===== src/design/bddc_pkg.sv =====
// ----------------------------------------------------------------------------
// bddc_pkg
// Shared types and constants of the box delta decode and clip unit.
// ----------------------------------------------------------------------------
package bddc_pkg;

   // Register indexes of the control port.
   typedef enum logic [1:0] {
      CSR_IMAGE_ROWS   = 2'd0,
      CSR_IMAGE_COLS   = 2'd1,
      CSR_MIN_BOX_SIZE = 2'd2
   } csr_index_type;

   localparam logic [12:0] IMAGE_ROWS_RESET   = 13'd480;
   localparam logic [12:0] IMAGE_COLS_RESET   = 13'd640;
   localparam logic [11:0] MIN_BOX_SIZE_RESET = 12'd32;

   // Pipeline depth: seven stages per axis plus the size check at the output.
   localparam int AXIS_STAGES = 7;
   localparam int NUM_STAGES  = AXIS_STAGES + 1;

   // log2(e) with 16 fraction bits.
   localparam logic signed [17:0] LOG2E_Q16 = 18'sd94548;

   // 2^(k/16) with 16 fraction bits, k = 0..16.
   localparam logic [17:0] EXP2_TAB [17] = '{
      18'd65536,  18'd68438,  18'd71468,  18'd74632,  18'd77936,  18'd81386,
      18'd84990,  18'd88752,  18'd92682,  18'd96785,  18'd101070, 18'd105545,
      18'd110218, 18'd115098, 18'd120194, 18'd125515, 18'd131072
   };

   // Stage enables handed from the flow control to an axis datapath.
   typedef struct packed {
      logic [AXIS_STAGES-1:0] en;
   } axis_ctl_type;

endpackage


===== src/design/bddc_axis.sv =====
// ----------------------------------------------------------------------------
// bddc_axis
// Seven-stage datapath that decodes one axis of a box and clips its edges.
// ----------------------------------------------------------------------------
module bddc_axis #(
   parameter int DELTA_FRAC_BITS = 12
) (
   input  logic                   clock,
   input  bddc_pkg::axis_ctl_type ctl,
   input  logic [11:0]            prop_lo,
   input  logic [11:0]            prop_hi,
   input  logic signed [15:0]     delta_ctr,
   input  logic signed [15:0]     delta_log,
   input  logic [12:0]            bound,
   output logic signed [15:0]     box_lo,
   output logic signed [15:0]     box_hi
);

   localparam int F  = DELTA_FRAC_BITS;
   localparam int CW = F + 24;        // centre numerator
   localparam int PW = 47;            // exp times size
   localparam int NW = F + 47;        // edge numerator
   localparam int EW = NW - F - 16;   // edge before clipping
   localparam logic [NW-1:0] RND = NW'((64'd1 << (F + 16)) - 64'd1);

   // Stage 1: log product, centre shift product, size and sum.
   logic signed [33:0] prod_ff, prod_in;
   logic signed [29:0] cm_ff, cm_in;
   logic signed [13:0] size1_ff, size_in;
   logic [12:0]        sum_ff, sum_in;

   assign size_in = 14'($signed({2'b00, prop_hi}) - $signed({2'b00, prop_lo}) + 14'sd1);
   assign sum_in  = {1'b0, prop_lo} + {1'b0, prop_hi};
   assign prod_in = delta_log * bddc_pkg::LOG2E_Q16;
   assign cm_in   = delta_ctr * size_in;

   always_ff @(posedge clock) begin
      if (ctl.en[0]) begin
         prod_ff  <= prod_in;
         cm_ff    <= cm_in;
         size1_ff <= size_in;
         sum_ff   <= sum_in;
      end
   end

   // Stage 2: split the power of two, table lookup, interpolation product, centre sum.
   logic signed [33:0] t16;
   logic signed [17:0] n_val, n_neg;
   logic [3:0]         idx;
   logic [11:0]        frac;
   logic [12:0]        diff;
   logic [17:0]        base_ff, base_in;
   logic [24:0]        ip_ff, ip_in;
   logic               sat2_ff, sat_in, left2_ff, left_in, zero2_ff, zero_in;
   logic [4:0]         sh2_ff, sh_in;
   logic signed [CW-1:0] ctr2_ff, ctr_in;
   logic signed [13:0] size2_ff;

   always_comb begin
      t16     = prod_ff >>> F;
      n_val   = t16[33:16];
      n_neg   = -n_val;
      idx     = t16[15:12];
      frac    = t16[11:0];
      base_in = bddc_pkg::EXP2_TAB[{1'b0, idx}];
      diff    = 13'(bddc_pkg::EXP2_TAB[5'({1'b0, idx} + 5'd1)] - base_in);
      ip_in   = diff * frac;
      sat_in  = n_val >= 18'sd16;
      left_in = n_val >= 18'sd0;
      zero_in = n_val < -18'sd17;
      sh_in   = left_in ? n_val[4:0] : n_neg[4:0];
      ctr_in  = $signed(CW'({sum_ff, {(F - 1){1'b0}}})) + CW'(cm_ff);
   end

   always_ff @(posedge clock) begin
      if (ctl.en[1]) begin
         base_ff  <= base_in;
         ip_ff    <= ip_in;
         sat2_ff  <= sat_in;
         left2_ff <= left_in;
         zero2_ff <= zero_in;
         sh2_ff   <= sh_in;
         ctr2_ff  <= ctr_in;
         size2_ff <= size1_ff;
      end
   end

   // Stage 3: interpolated mantissa, scaled by the power of two with saturation.
   logic [17:0] mant;
   logic [32:0] wide;
   logic [31:0] exp_ff, exp_in;
   logic signed [CW-1:0] ctr3_ff;
   logic signed [13:0]   size3_ff;

   always_comb begin
      mant = base_ff + 18'(ip_ff >> 12);
      wide = {15'd0, mant} << sh2_ff;
      if (sat2_ff) begin
         exp_in = '1;
      end else if (left2_ff) begin
         exp_in = wide[32] ? '1 : wide[31:0];
      end else if (zero2_ff) begin
         exp_in = '0;
      end else begin
         exp_in = {14'd0, mant >> sh2_ff};
      end
   end

   always_ff @(posedge clock) begin
      if (ctl.en[2]) begin
         exp_ff   <= exp_in;
         ctr3_ff  <= ctr2_ff;
         size3_ff <= size2_ff;
      end
   end

   // Stage 4: new size times exp.
   logic signed [PW-1:0] half_ff, half_in;
   logic signed [CW-1:0] ctr4_ff;

   assign half_in = $signed({1'b0, exp_ff}) * size3_ff;

   always_ff @(posedge clock) begin
      if (ctl.en[3]) begin
         half_ff <= half_in;
         ctr4_ff <= ctr3_ff;
      end
   end

   // Stage 5: edge numerators, centre minus and plus half the size.
   logic signed [NW-1:0] c_ext, h_ext;
   logic signed [NW-1:0] nlo_ff, nlo_in, nhi_ff, nhi_in;

   always_comb begin
      c_ext  = NW'(ctr4_ff) <<< 16;
      h_ext  = NW'(half_ff) <<< (F - 1);
      nlo_in = c_ext - h_ext;
      nhi_in = c_ext + h_ext;
   end

   always_ff @(posedge clock) begin
      if (ctl.en[4]) begin
         nlo_ff <= nlo_in;
         nhi_ff <= nhi_in;
      end
   end

   // Stage 6: divide by the scale, truncating toward zero.
   logic signed [NW-1:0] rlo, rhi;
   logic signed [EW-1:0] elo_ff, elo_in, ehi_ff, ehi_in;

   always_comb begin
      rlo    = nlo_ff + $signed(nlo_ff[NW-1] ? RND : '0);
      rhi    = nhi_ff + $signed(nhi_ff[NW-1] ? RND : '0);
      elo_in = EW'(rlo >>> (F + 16));
      ehi_in = EW'(rhi >>> (F + 16));
   end

   always_ff @(posedge clock) begin
      if (ctl.en[5]) begin
         elo_ff <= elo_in;
         ehi_ff <= ehi_in;
      end
   end

   // Stage 7: clip to the image, then saturate to 16 bits.
   logic signed [EW-1:0] lo_pos, hi_clip, bound_ext;
   logic signed [15:0]   lo_ff, lo_in, hi_ff, hi_in;

   always_comb begin
      bound_ext = $signed(EW'(bound));
      lo_pos    = (elo_ff > 0) ? elo_ff : '0;
      hi_clip   = (ehi_ff < bound_ext) ? ehi_ff : bound_ext - EW'(1);
      lo_in     = (lo_pos > EW'(32767)) ? 16'sh7FFF : lo_pos[15:0];
      if (hi_clip > EW'(32767)) begin
         hi_in = 16'sh7FFF;
      end else if (hi_clip < -EW'(32768)) begin
         hi_in = 16'sh8000;
      end else begin
         hi_in = hi_clip[15:0];
      end
   end

   always_ff @(posedge clock) begin
      if (ctl.en[6]) begin
         lo_ff <= lo_in;
         hi_ff <= hi_in;
      end
   end

   assign box_lo = lo_ff;
   assign box_hi = hi_ff;

endmodule


===== config.mk =====
export PLATFORM = sky130hd
export DESIGN_NAME = bddc_axis
export DESIGN_NICKNAME = d
export VERILOG_FILES = /design/src/design/bddc_pkg.sv /design/src/design/bddc_axis.sv
export SDC_FILE = /design/constraint.sdc
export NUM_CORES = 2
export LEC_CHECK = 0
export BUFFER_PORTS_ARGS = -buffer_cell sky130_fd_sc_hd__buf_2
export CAP_MARGIN = 10
export CORE_UTILIZATION = 64
export DETAILED_ROUTE_END_ITERATION = 6
export PLACE_DENSITY = 0.81
export SYNTH_ARGS = -nofsm -noshare
export SYNTH_HDL_FRONTEND = slang
export SYNTH_SLANG_ARGS = --single-unit

===== constraint.sdc =====
create_clock -name clock -period 25.6 [get_ports clock]
set_input_delay 2.56 -clock clock [delete_from_list [all_inputs] [get_ports clock]]
set_output_delay 2.56 -clock clock [all_outputs]
set_load 0.05 [all_outputs]

======== Word-level counts from Yosys, hierarchy flattened ========
Memories as Yosys holds them, arrays and structs flattened.
Cells that the tools add are included.
Widths: inputs -> output; s select.
storage, ports and cells
  flip-flop bits (word level) ............. 567
  ROM bits ................................ 1,152
  bits of input ports ..................... 77
  output and inout port bits .............. 32
  word-level logic and storage cells ...... 69
  memories ................................ 2
memories
  name              words  width  rd ports  clocked after Yosys merged registers in  write ports  line             text
  (name not given)  32     18     1         0                                        0            bddc_axis.sv:66  diff = 13'(bddc_pkg::EXP2_TAB[5'({1'b0, idx} + 5'd1)] - base_in);
  (name not given)  32     18     1         0                                        0            bddc_axis.sv:65  base_in = bddc_pkg::EXP2_TAB[{1'b0, idx}];
operators by class
  $add $sub $neg .......................... 13
  multipliers ............................. 4
  magnitude comparators ................... 10
  shift operators ......................... 2
  muxes and demuxes ....................... 13
  bitwise gates (word level) .............. 2
operators by type and width
  cell                    number
  $add 59x29->59          2
  $mux 32                 2
  $gt 31x16->1 const B    2
  $mux 31                 2
  $add 52x58->59          1
  $sub 52x58->59          1
  $mux 28                 2
  $mux 18                 3
  $mul 33x14->47          1
  $shl 18x5->33           1
  $mul 16x16->32 const B  1
  $add 25x30->31          1
  $gt 31x1->1 const B     1
  $lt 31x14->1            1
  $lt 31x16->1 const B    1
  $mul 16x14->30          1
  $mux 13                 2
  $mul 13x12->25          1
  $add 18x13->18          1
  $ge 6x6->1 const B      3
  $shr 18x5->18           1
  $mux 16                 1
  $add 13x2->14 const B   1
  $sub 13x1->14 const B   1
  10 further kinds        10

======== Depth between registers and ports, before layout ========
  depth in word-level cells ............... 7
  gate-level depth with buffers ........... 39
  mapped depth without buffers ............ 37

======== Least setup slack after synthesis ========
No wires, ideal clock.
  kind .................................... input -> register
  start point ............................. in prop_hi[0]
  end point ............................... reg cm_ff[29] (data pin)
  library setup time ...................... 0.269 ns
  data arrival time ....................... 10.330 ns
  required time ........................... 25.331 ns
  path slack .............................. 15.001 ns
  stages .................................. 31
  path buffers ............................ 1
  cells stage by stage .................... inv_1 > ha_1 > fa_1 > nor2b_1 > o21ai_1 > a21boi_1 > o21ai_1 > nor2b_1 > xnor2_1 > nand3_1 > xnor2_1 > clkbuf_1 > nand2_1 > fa_1 > fa_1 > fa_1 > inv_1 > fa_1 > fa_1 > fa_1 > ha_1 > a21o_1 > a21o_1 > a21oi_1 > o31ai_1 > a21bo_2 > a31oi_2 > o21ai_0 > or3_1 > a2111oi_0 > nor3_1
on the way
  longest elaborated chain between the ends .. 3
RTL lines
  item                  line             text
  start, declared       bddc_axis.sv:11  input logic [11:0] prop_hi,
  $sub 12x12->13        bddc_axis.sv:32  assign size_in = 14'($signed({2'b00, prop_hi}) - $signed({2'b00, prop_lo}) + 14'sd1);
  $add 13x2->14         bddc_axis.sv:32
  net size_in[7]        bddc_axis.sv:29  logic signed [13:0] size1_ff, size_in;
  $mul 16x14->30        bddc_axis.sv:35  assign cm_in = delta_ctr * size_in;
  net cm_in[29]         bddc_axis.sv:28  logic signed [29:0] cm_ff, cm_in;
  end signal, assigned  bddc_axis.sv:40  cm_ff <= cm_in;
  end, declared         bddc_axis.sv:28
The timed path passes the listed nets, and every way through them passes these cells.
A chain may end at the register's enable or synchronous reset.

======== Worst setup path after layout ========
  start point ............................. in prop_lo[0]
  end point ............................... reg cm_ff[29] (data pin)
on the way
  longest elaborated chain between the ends .. 3
RTL lines
  item             line             text
  start, declared  bddc_axis.sv:10  input logic [11:0] prop_lo,
  $sub 12x12->13   bddc_axis.sv:32
  $add 13x2->14    bddc_axis.sv:32
  $mul 16x14->30   bddc_axis.sv:35
  net cm_in[29]    bddc_axis.sv:28
The timed path passes the listed nets, and every way through them passes these cells.

==> flow_summary.yaml <==
layout:
  drive_above_1_share_pct: 5.00
  design_area_um2: 63700
  final_core_util_pct: 68.1
  areaGrowthSynthToFinish_pct: 5.36
  fin_nets: 7490
  antenna_cells: 0
  fillers: 7041
timing:
  setup_viol: 0
  final-hold-violation-count: 0
  period_share_pct: 44.7
  period_minus_slack_ns: 11.44
  tns_ns: 0
  fmax_mhz: 87.4
  slew_viol_final: 0
  tightest_slew_ns: 1.24
  rsz0062_at_grt: "false"
  finalClockSkew_ns: 0.0521
  layout_setup_ws_ns: 14.16
  relSlewSlack_pct: 17.2
yosys:
  synth_ff_type: "edfxtp_1"
  yosys.area_share.simple_pct: 13.3
  synthXorXnorAreaFrac_pct: 4.94
  synth_edf_count: 505
  synth_compound_area_share_pct: 9.62
  ys_warn_count: 0
  syn_area_um2: 60400
  synth-seq-cells: 505
  yosysTopAreaCell: "fa_1"
  synthTopCellsByArea: "fa_1, edfxtp_1, ha_1"
  syn_nets: 7518
  syn_inst: 6074
  muxShareOfSynthArea_pct: 1.33
  ys_seq_area_share_pct: 25.1
  synth_top_cell_area_share_pct: 25.7
  ys_async_sr_fraction_pct: 0
  syn_avg_cell_area_um2: 9.95
  synth_fa_ha_area_share_pct: 38.0
  synth_top_family_by_area: "adder cells"
  ys_types: 100
global_routing:
  grt_max_degree: 83
  grt_overflow: 0
  antenna_found_initial: 3
  grt_first_pass_wirelength_um: 223000
  grt_usage_pct: 29.1
  grt_pass1_vias: 44100
placement:
  gp_congestion: 0.948
  dpl_cell_area_um2: 62000
  io_buffers: 108
  dp_slack_ns: 13.62
  hpwl_um: 107000
outcome:
  status: "finished, final reports clean"
routing:
  vias: 42700
  antenna_left: 0
  drt_iter0_markers: 3423
  drt-pass1-iter-count: 7
  routed_wirelength_um: 135000
  wl_per_cell_um: 18.3
  drc_errors: 0
  vias_per_cell: 5.82
run:
  cap_violations: 0
worst_setup_path:
  cp-end-kind: "register"
  crit_buf_inv: 4
  slowest_delay_ns: 0.81
  worstPathRequired_ns: 25.96
  cp.arrival_ns: 11.80
  cp_slowest_cell: "nor2_1"
  crit_type: "input port to register"
  path_max_fanout: 18
  critical-path-top-delay-family: "adder cells"
  startpoint_type: "input port"
  cpMostUsedCell: "fa_1"
clock_network:
  cts_root_buffer: "clkbuf_16"
  cts_resized: 0
  clk_pin_slew_ns: 0.06
  cts_tree: "done"
  clkSinkCount: 505
  cts-buffers-inserted: 53
  cts_buffer_depth: 3
  clk_latency_ns: 0.64
  cts_max_level: 2
  hold_buffers: 0
  post_cts_buffers: 0
min_path:
  holdCritPathClass: "register to register"
floorplan:
  die_y_um: 309
  coreArea_um2: 93500
  initial_core_util_pct: 64.6
  die_area_um2: 95600
  num_rows: 112
  io_pins: 109
  die_w_um: 309
-- metal layers --
layer	up-vias	GRT usage, %	wire length (µm)
li1	19800	-	-
met1	21200	39.3	56200
met2	1494	49.6	65900
met3	244	3.50	9010
met4	2	8.02	3550
met5	-	0	34
-- placed cells by master (no fill, tap or decap), types with 146 or more instances in the layout --
cell type	n
inv_1	1000
nor2_1	291
fa_1	775
ha_1	592
nand2_1	650
o21ai_0	146
edfxtp_1	505
a21oi_1	271
xnor2_1	265
and2_1	325
-- cells by family after synthesis --
group / Yosys count
muxes: 68
DFF: 505
xor gates and xnor gates: 341
other: 1
and+or+nand+nor: 1675
adders and majority gates: 1368
buffers and inverters: 1237
AOI/OAI and AO/OA: 879
-- final timing paths --
kind                                  start     endpoint  slack [ns]  cells past startpoint
worst max-delay path             prop_lo[0]    cm_ff[29]       14.16                     32
worst min-delay path            ctr3_ff[12]  ctr4_ff[12]        0.38                      0
worst max register to register  prod_ff[25]    ip_ff[24]       15.09                     36
worst min register to register  ctr3_ff[12]  ctr4_ff[12]        0.38                      0
-- cell usage after synthesis (50+ instances only) --
cell / instances
nor2_1: 291
nand3_1: 81
ha_1: 592
inv_1: 1000
o21ai_0: 146
clkbuf_1: 213
a21o_1: 94
xor2_1: 76
xnor2_1: 265
nand2b_1: 66
fa_1: 775
o21bai_1: 50
edfxtp_1: 505
a21oi_1: 271
nor3_1: 68
nand2_1: 650
and2_1: 325
-- registers in the layout, indices dropped and copies added (netlist names), 22 cells and up --
name	flops
prod_ff	22
cm_ff	30
elo_ff	31
half_ff	47
exp_ff	32
ehi_ff	31
ctr3_ff	31
ctr2_ff	31
nlo_ff	48
nhi_ff	47
ctr4_ff	31
-- cell type report --
| class | instances | area (µm²) | share of cell area, % |
|---|---|---|---|
| multi-input cells | 4332 | 40600 | 63.8 |
| flip-flops and latches | 505 | 15200 | 23.8 |
| inverters | 1006 | 3780 | 5.93 |
| well taps | 1254 | 1570 | 2.46 |
| clock buffers | 60 | 1350 | 2.12 |
| repair buffers | 148 | 853 | 1.34 |
| clock inverters | 35 | 342 | 0.537 |
-- stage by stage --
step                      hold WS (ns)  cells
after detailed placement         0.405   7245
after floorplan                  0.400   6074
after global routing             0.377   7340
after global placement           0.400   7245
after CTS                        0.378   7340
final                            0.385   7340
Power is not shown: default switching activity piles up to over one toggle a cycle in this logic, so the estimate is an artifact.
